$ cat config.mk
export PLATFORM = sky130hd
export DESIGN_NAME = sorted_priority_queue
export DESIGN_NICKNAME = d
export VERILOG_FILES = /design/src/sv/spq_pkg.sv /design/src/sv/spq_cell.sv /design/src/sv/sorted_priority_queue.sv
export SDC_FILE = /design/constraint.sdc
export NUM_CORES = 2
export LEC_CHECK = 0
export BUFFER_PORTS_ARGS = -buffer_cell sky130_fd_sc_hd__buf_2
export CORE_MARGIN = 2
export CORE_UTILIZATION = 35
export DETAILED_ROUTE_END_ITERATION = 10
export PLACE_DENSITY_LB_ADDON = 0.1
export SLEW_MARGIN = 40
export SYNTH_ARGS = -nofsm -noshare
export SYNTH_HDL_FRONTEND = slang
export SYNTH_SLANG_ARGS = --single-unit
$ cat constraint.sdc
create_clock -name clk -period 13.9 [get_ports clk]
set_clock_uncertainty 0.1 [all_clocks]
set_input_delay 2.78 -clock clk [delete_from_list [all_inputs] [get_ports clk]]
set_output_delay 2.78 -clock clk [all_outputs]
set_load 0.05 [all_outputs]
$ cat src/sv/spq_pkg.sv
// Package for the sorted priority queue: widths, operation codes and cell control.
package spq_pkg;

    localparam int DEFAULT_CAPACITY = 16;
    localparam int DATA_W           = 32;
    localparam int COUNT_W          = 5;

    localparam logic FUNC_ENQ = 1'b0;
    localparam logic FUNC_DEQ = 1'b1;

    // Operation broadcast to every cell in a cycle.
    typedef struct packed {
        logic enq;  // insert the incoming entry
        logic deq;  // shift everything one place toward the head
    } spq_ctrl_t;

endpackage

$ cat src/sv/spq_cell.sv
// One slot of the sorted shift-register queue: holds an entry and trades with its neighbors.
module spq_cell #(
    parameter bit IS_HEAD = 1'b0
) (
    input  logic                            clk,
    input  spq_pkg::spq_ctrl_t              ctrl,
    input  logic                            occupied,
    input  logic                            left_ahead,
    input  logic signed [spq_pkg::DATA_W-1:0] new_value,
    input  logic signed [spq_pkg::DATA_W-1:0] new_priority,
    input  logic signed [spq_pkg::DATA_W-1:0] left_value,
    input  logic signed [spq_pkg::DATA_W-1:0] left_priority,
    input  logic signed [spq_pkg::DATA_W-1:0] right_value,
    input  logic signed [spq_pkg::DATA_W-1:0] right_priority,
    output logic                            ahead,
    output logic signed [spq_pkg::DATA_W-1:0] value,
    output logic signed [spq_pkg::DATA_W-1:0] priority_q
);
    import spq_pkg::*;

    logic signed [DATA_W-1:0] value_reg, value_next;
    logic signed [DATA_W-1:0] prio_reg, prio_next;

    // Entry stays ahead of the newcomer; the head also keeps its place on a tie.
    always_comb
    begin
        if (IS_HEAD)
            ahead = occupied && (prio_reg >= new_priority);
        else
            ahead = occupied && (prio_reg > new_priority);
    end

    always_comb
    begin
        value_next = value_reg;
        prio_next  = prio_reg;
        if (ctrl.enq)
        begin
            if (!ahead)
            begin
                if (left_ahead)
                begin
                    value_next = new_value;
                    prio_next  = new_priority;
                end
                else
                begin
                    value_next = left_value;
                    prio_next  = left_priority;
                end
            end
        end
        else if (ctrl.deq)
        begin
            value_next = right_value;
            prio_next  = right_priority;
        end
    end

    always_ff @(posedge clk)
    begin
        value_reg <= value_next;
        prio_reg  <= prio_next;
    end

    assign value      = value_reg;
    assign priority_q = prio_reg;

endmodule

$ cat src/sv/sorted_priority_queue.sv
// Top level of the sorted priority queue: a row of cells, the fill count and the result register.
//
// Bounded max-priority queue held as a row of CAPACITY cells kept in descending
// priority order, cell 0 being the head. Each word presented with start high is
// taken at that clock edge (busy is always low, so a word can be given every
// cycle): func selects enqueue of item_value/item_priority or dequeue of the
// head. Every cell compares its priority with the incoming one in parallel and
// either keeps its entry, takes the new one, or takes its neighbor's. Exactly
// one result word follows per input word, on the cycle after it was taken,
// marked by done for that single cycle; the receiver cannot stall it, so it
// must capture the result then. The result gives the head entry (zeros when
// empty), is_empty, entry_count and rejected, which flags an enqueue dropped
// because the queue was full. A new entry goes behind existing entries of
// higher priority and ahead of equal ones, except that an entry at the head
// keeps its place against an equal newcomer. A dequeue on an empty queue is
// ignored. Stored entries carry no reset; only slots below the fill count are
// ever looked at.
module sorted_priority_queue #(
    parameter int CAPACITY = spq_pkg::DEFAULT_CAPACITY
) (
    input  logic                              clk,
    input  logic                              rst_n,
    input  logic                              start,
    output logic                              busy,
    input  logic                              func,
    input  logic signed [spq_pkg::DATA_W-1:0] item_value,
    input  logic signed [spq_pkg::DATA_W-1:0] item_priority,
    output logic                              done,
    output logic signed [spq_pkg::DATA_W-1:0] head_value,
    output logic signed [spq_pkg::DATA_W-1:0] head_priority,
    output logic                              is_empty,
    output logic [spq_pkg::COUNT_W-1:0]       entry_count,
    output logic                              rejected
);
    import spq_pkg::*;

    localparam int CNT_W = $clog2(CAPACITY + 1);

    logic [CNT_W-1:0] count_reg, count_next;
    logic             done_reg;
    logic             rejected_reg, rejected_next;
    logic             full;
    logic             nonempty;
    spq_ctrl_t        ctrl;

    logic                     cell_ahead [CAPACITY];
    logic signed [DATA_W-1:0] cell_value [CAPACITY];
    logic signed [DATA_W-1:0] cell_prio  [CAPACITY];

    // Every word is taken as it comes.
    assign busy = 1'b0;

    assign full     = (count_reg == CNT_W'(CAPACITY));
    assign nonempty = (count_reg != '0);

    always_comb
    begin
        ctrl.enq      = start && (func == FUNC_ENQ) && !full;
        ctrl.deq      = start && (func == FUNC_DEQ) && nonempty;
        rejected_next = start && (func == FUNC_ENQ) && full;
        count_next    = count_reg;
        if (ctrl.enq)
            count_next = count_reg + CNT_W'(1);
        else if (ctrl.deq)
            count_next = count_reg - CNT_W'(1);
    end

    // The row of cells. Cell 0 is the head; the left neighbor of cell 0 is the
    // incoming word, which always counts as ahead. The last cell reloads itself
    // on a dequeue since its contents fall outside the count anyway.
    for (genvar i = 0; i < CAPACITY; i++)
    begin : g_cell
        logic                     left_ahead;
        logic signed [DATA_W-1:0] left_value, left_prio;
        logic signed [DATA_W-1:0] right_value, right_prio;

        if (i == 0)
        begin : g_first
            assign left_ahead = 1'b1;
            assign left_value = item_value;
            assign left_prio  = item_priority;
        end
        else
        begin : g_inner
            assign left_ahead = cell_ahead[i-1];
            assign left_value = cell_value[i-1];
            assign left_prio  = cell_prio[i-1];
        end

        if (i == CAPACITY - 1)
        begin : g_last
            assign right_value = cell_value[i];
            assign right_prio  = cell_prio[i];
        end
        else
        begin : g_mid
            assign right_value = cell_value[i+1];
            assign right_prio  = cell_prio[i+1];
        end

        spq_cell #(
            .IS_HEAD (i == 0)
        ) u_cell (
            .clk            (clk),
            .ctrl           (ctrl),
            .occupied       (CNT_W'(i) < count_reg),
            .left_ahead     (left_ahead),
            .new_value      (item_value),
            .new_priority   (item_priority),
            .left_value     (left_value),
            .left_priority  (left_prio),
            .right_value    (right_value),
            .right_priority (right_prio),
            .ahead          (cell_ahead[i]),
            .value          (cell_value[i]),
            .priority_q     (cell_prio[i])
        );
    end

    always_ff @(posedge clk or negedge rst_n)
    begin
        if (!rst_n)
        begin
            count_reg    <= '0;
            done_reg     <= 1'b0;
            rejected_reg <= 1'b0;
        end
        else
        begin
            count_reg    <= count_next;
            done_reg     <= start;
            rejected_reg <= rejected_next;
        end
    end

    // Result word: read straight off the head cell and the count.
    assign done          = done_reg;
    assign head_value    = nonempty ? cell_value[0] : '0;
    assign head_priority = nonempty ? cell_prio[0] : '0;
    assign is_empty      = !nonempty;
    assign entry_count   = COUNT_W'(count_reg);
    assign rejected      = rejected_reg;

endmodule

Yosys cells after proc, flatten, opt, wreduce, memory -nomap -nowiden
Index checks and enable logic that the tools add are counted.
Widths: inputs -> output; s select.

word-level totals
  bits in read-only memories = 0
  memories kept = 0
  register bits after elaboration = 1,031
  bits of input ports = 68
  latch bits = 0
  bits in writable memories = 0
  output and inout port bits = 73
  logic and storage cells = 252

cells by class
  bitwise gates (word level) = 2
  shifts and indexed selects = 0
  divide/modulo/power cells = 0
  muxes and demuxes = 124
  add/sub/neg operators = 2
  equality and inequality tests = 16
  reduce and logical (&&, ||, !) cells = 41
  $mul = 0
  order comparisons = 32

operators with widths
  kind                 number
  $mux 32              122
  $gt 32x32->1         15
  $lt 4x5->1 const A   8
  $ge 32x32->1         1
  $reduce_and 2->1     16
  $ne 2x2->1 const B   15
  $logic_and 1x1->1    21
  $lt 3x5->1 const A   4
  $lt 1x5->1 const A   2
  $lt 2x5->1 const A   2
  $mux 5               2
  $add 5x1->5 const B  1
  $eq 5x5->1 const B   1
  $reduce_bool 5->1    1
  $sub 5x1->5 const B  1
  $logic_not 1->1      2
  $not 1->1            2
  $reduce_bool 2->1    1

Logic depth before layout (Yosys ltp)
  depth after elaboration = 5
  gate-level depth with buffers = 12
  mapped depth without buffers = 9

Hierarchy
From an unflattened synthesis, not the netlist that was laid out.

second synthesis, totals
  cells, all modules = 6,529
  area total of the unflattened synthesis = 66,781.5 um^2

modules (own cells, without submodules)
  module                             times used  cells an instance  area each (um^2)  sequential area each (um^2)
  spq_cell at g_cell[10].u_cell ...  12          399                4,115.2           1,921.8
  spq_cell at g_cell[8].u_cell ...   2           399                4,086.4           1,921.8
  spq_cell at g_cell[7].u_cell       1           399                4,081.4           1,921.8
  spq_cell at g_cell[0].u_cell       1           395                4,080.2           1,921.8
  sorted_priority_queue              1           149                1,064.8           175.2

Least setup slack after synthesis
OpenSTA, ideal clock, no wires.

  kind = input to register
  from = input port item_priority[31] (netlist bit)
  to = register g_cell[0].u_cell.prio_reg[0], enable pin
  cell stages on the path = 11
  data arrival time = 7.736 ns
  path buffers = 2
  slack = 5.570 ns
  setup time = 0.494 ns
  data required time = 13.306 ns
  path through = inv_1 ha_1 nand4_1 nor3_1 a221oi_1 a21oi_1 a31oi_1 clkbuf_1 clkbuf_1 nand2_1 o21ai_1

between the ends
  longest elaborated chain between the ends = 4

RTL lines
  what                               line                         text
  start: declaration                 sorted_priority_queue.sv:27  input logic signed [spq_pkg::DATA_W-1:0] item_priority,
  $ge 32x32->1                       spq_cell.sv:28               ahead = occupied && (prio_reg >= new_priority);
  $logic_and 1x1->1                  spq_cell.sv:28
  $ne 2x2->1 (no source line)        --
  $reduce_and 2->1 (no source line)  --
  end signal: assignment             spq_cell.sv:63               prio_reg <= prio_next;
  end: declaration                   spq_cell.sv:22               logic signed [DATA_W-1:0] prio_reg, prio_next;

No other way between the ends.
A chain may end at the register's enable or synchronous reset.

Worst setup path in the final report
  from = input port item_priority[26] (netlist bit)
  to = register g_cell[12].u_cell.value_reg[13], enable pin

between the ends
  longest elaborated chain between the ends = 4

RTL lines
  what                               line            text
  $gt 32x32->1                       spq_cell.sv:30  ahead = occupied && (prio_reg > new_priority);
  $logic_and 1x1->1                  spq_cell.sv:30
  $ne 2x2->1 (no source line)        --
  $reduce_and 2->1 (no source line)  --
  end signal: assignment             spq_cell.sv:62  value_reg <= value_next;
  end: declaration                   spq_cell.sv:21  logic signed [DATA_W-1:0] value_reg, value_next;

No other way between the ends.

==> impl_metrics.tcl <==
set metrics [dict create \
    status "completed" \
    first_iter_violations 4964 \
    dpl_cell_area_um2 65000 \
    max_slew_margin 0.347 \
    grt.total_usage 0.262 \
    core-area_um2 176000 \
    nNetsFinal 6546 \
    crit_path_top_delay_cell "clkinv_1" \
    cp.depth 11 \
    final_hold_viol_count 0 \
    arrival_ps 7910 \
    cts_root_buffer "clkbuf_16" \
    cts_buffer_depth 3 \
    syn_avg_cell_area_um2 10.2 \
    max_cap_violations 0 \
    drive_gt1_frac 0.0830 \
    vias 50794 \
    p_total_mw 14.6 \
    highest_layer "met4" \
    grt_pass1_wl_um 352000 \
    dp_hpwl_um 162000 \
    cts_tree "yes" \
    r2r_slack_ps 7760 \
    cts_buffers 134 \
    drv_slew 0 \
    post_cts_buffers 0 \
    insertion_delay_ps 820 \
    hold_buffers 0 \
    ir_worst_vdd_uv 177 \
    final_area_um2 69500 \
    ant_nets 0 \
    htree_levels 4 \
    tightest_slew_ps 970 \
    synth_fp_nets 6639 \
    clkTransAtPathRegs_ps 60 \
    dieArea_um2 180000 \
    powerDensity_nw_per_um2 209 \
    cp_max_fo 33 \
    setup_viol 0 \
    hold_path_class "register to register" \
    required_ps 14230 \
    initial_core_util 0.352 \
    nFillCells 17252 \
    worstSetupStartpointType "input port" \
    firstDrtPassIters 5 \
    ys_warn_count 0 \
    timing.fmax_ghz 0.132 \
    antenna_found_initial 7 \
    crit_start "item_priority[26]" \
    synth-main-ff-cell "edfxtp_1" \
    die_w_um 425 \
    cp_top_family "simple AND/OR/NAND/NOR gates" \
    ys_seq_area_frac 0.499 \
    whs_ps 447 \
    leakagePower_nw 27.5 \
    io_buffers 139 \
    drt-met1-wl_um 107000 \
    endpoint "g_cell[12].u_cell.value[13]" \
    crit_chain "buf_2 -> clkinv_1 -> ha_1 -> nand4_1 -> nor4_1 -> nor3b_1 -> a21o_1 -> a31o_4 -> o21ai_0 -> nand2_4 -> buf_4" \
    cts_resized 0 \
    wl_per_cell_um 28.7 \
    reg2reg_to "g_cell[5].u_cell.priority_q[27]" \
    row_count 154 \
    period_needed_ps 7580 \
    tns_ps 0 \
    grt_max_degree 177 \
    synth_edf_count 1024 \
    viasPerCell 6.04 \
    synth-async-reset-ratio 0.00679 \
    crit_type "input port to register" \
    synth_area_um2 61900 \
    drc 0 \
    syn_inst 6056 \
    dieHeight_um 425 \
    gp_congestion 0.909 \
    first_global_vias 50869 \
    ios 141 \
    rr_startpoint "entry_count[1]" \
    endpoint_kind "register" \
    slowest_delay_ps 660 \
    cts_sinks 1031 \
    ys_ff_latch 1031 \
    critPathBufInv 3 \
    final.period_utilization 0.545 \
    synthToLayoutAreaGrowth_pct 12.2 \
    dr_wl_met3_um 13900 \
    rsz0062_at_grt "no" \
    rr_worst_depth 12 \
    routed_wl_um 241000 \
    grt-ovfl-total 0 \
    ys_types 72 \
    route.met2.wl_um 111000 \
]
power breakdown:
group,switching (mW),internal (mW),total (mW)
clock network,1.52,2.00,3.52
logic,4.08,1.55,5.62
registers,0.665,4.75,5.41
total,6.26,8.29,14.6
worst register-to-register path: stages (launching register included):
cell	delay [ps]
dfrtp_1	640
inv_1	180
ha_1	300
inv_1	110
or4b_2	720
nand2_4	400
buf_12	410
buf_16	420
buf_4	580
buf_12	290
a21o_4	480
nand2_4	540
buf_4	550
worst min path at each step:
stage,start,to,slack (ps),cells past startpoint
after floorplan,g_cell[12].u_cell.value[0],g_cell[11].u_cell.value[0],420,2
after detailed placement,g_cell[3].u_cell.value[26],g_cell[2].u_cell.value[26],440,2
after CTS,g_cell[5].u_cell.value[18],g_cell[4].u_cell.value[18],450,2
after global routing,g_cell[10].u_cell.value[29],g_cell[9].u_cell.value[29],460,2
final,g_cell[5].u_cell.value[18],g_cell[4].u_cell.value[18],450,2
after global placement,g_cell[14].u_cell.value[29],g_cell[15].u_cell.value[29],440,1
kinds of logic (layout without fill, tap and decap cells):
group / Yosys count / in the layout / synth area share
and+or+nand+nor: 1463 / 1463 / 0.104
AOI/OAI and AO/OA: 1809 / 1809 / 0.199
xor gates and xnor gates: 5 / 5 / 0.000707
buffers and inverters: 1104 / 1119 / 0.0706
other: 1 / 4 / 0.0000606
adders and majority gates: 515 / 515 / 0.104
muxes: 128 / 128 / 0.0220
DFF: 1031 / 1031 / 0.499
final cells by class:
class                           count  area, µm²  share of cell area
Clock buffer                      163       3550              0.0510
Inverter                          641       2410              0.0346
Tap cell                         2340       2930              0.0421
Timing Repair Buffer              234       1700              0.0245
Multi-Input combinational cell   3921      27200               0.392
Clock inverter                     81        747              0.0107
Antenna cell                        3       7.51            0.000108
Sequential cell                  1031      30900               0.445
Yosys cell counts (45+ instances only):
cell / instances / area share
nor2_1: 230 / 0.014
inv_1: 641 / 0.039
nand3_1: 47 / 0.0038
nand4_1: 169 / 0.017
and2_1: 67 / 0.0068
o21ai_1: 64 / 0.0052
mux2_1: 54 / 0.0098
buf_2: 132 / 0.011
nand2_1: 831 / 0.050
ha_1: 515 / 0.10
clkbuf_1: 289 / 0.018
a22oi_1: 68 / 0.0082
mux2i_1: 64 / 0.010
o211ai_1: 79 / 0.0096
edfxtp_1: 1024 / 0.50
a31oi_1: 199 / 0.020
a21o_1: 45 / 0.0055
o21ai_0: 266 / 0.021
o221ai_1: 578 / 0.082
a21oi_1: 405 / 0.033
stage by stage:
stage                     cells  worst slack (ps)   util
after floorplan            6056              5570      -
after global placement     8152              5970  0.368
after detailed placement   8162              5960  0.370
after CTS                  8406              6820  0.394
after global routing       8412              6120  0.395
final                      8414              6320  0.395
layout by cell type, fill, tap and decap left out, types with 54 or more instances in the layout:
| cell type | count |
|---|---|
| a21oi_1 | 403 |
| nand2_1 | 808 |
| o21ai_1 | 60 |
| buf_2 | 139 |
| edfxtp_1 | 1024 |
| clkbuf_16 | 138 |
| o21ai_0 | 266 |
| inv_1 | 639 |
| mux2i_1 | 64 |
| nand4_1 | 169 |
| nor2_1 | 229 |
| mux2_1 | 54 |
| a31oi_1 | 196 |
| ha_1 | 515 |
| buf_4 | 63 |
| o211ai_1 | 79 |
| o221ai_1 | 578 |
| and2_1 | 65 |
| a22oi_1 | 68 |
per-layer routing:
metal / up-vias / GRT usage
li1: 22816 / -
met1: 25867 / 0.359
met2: 1762 / 0.418
met3: 349 / 0.0356
met4: 0 / 0.105
met5: - / 0
Power figures use the tool's default switching activity.
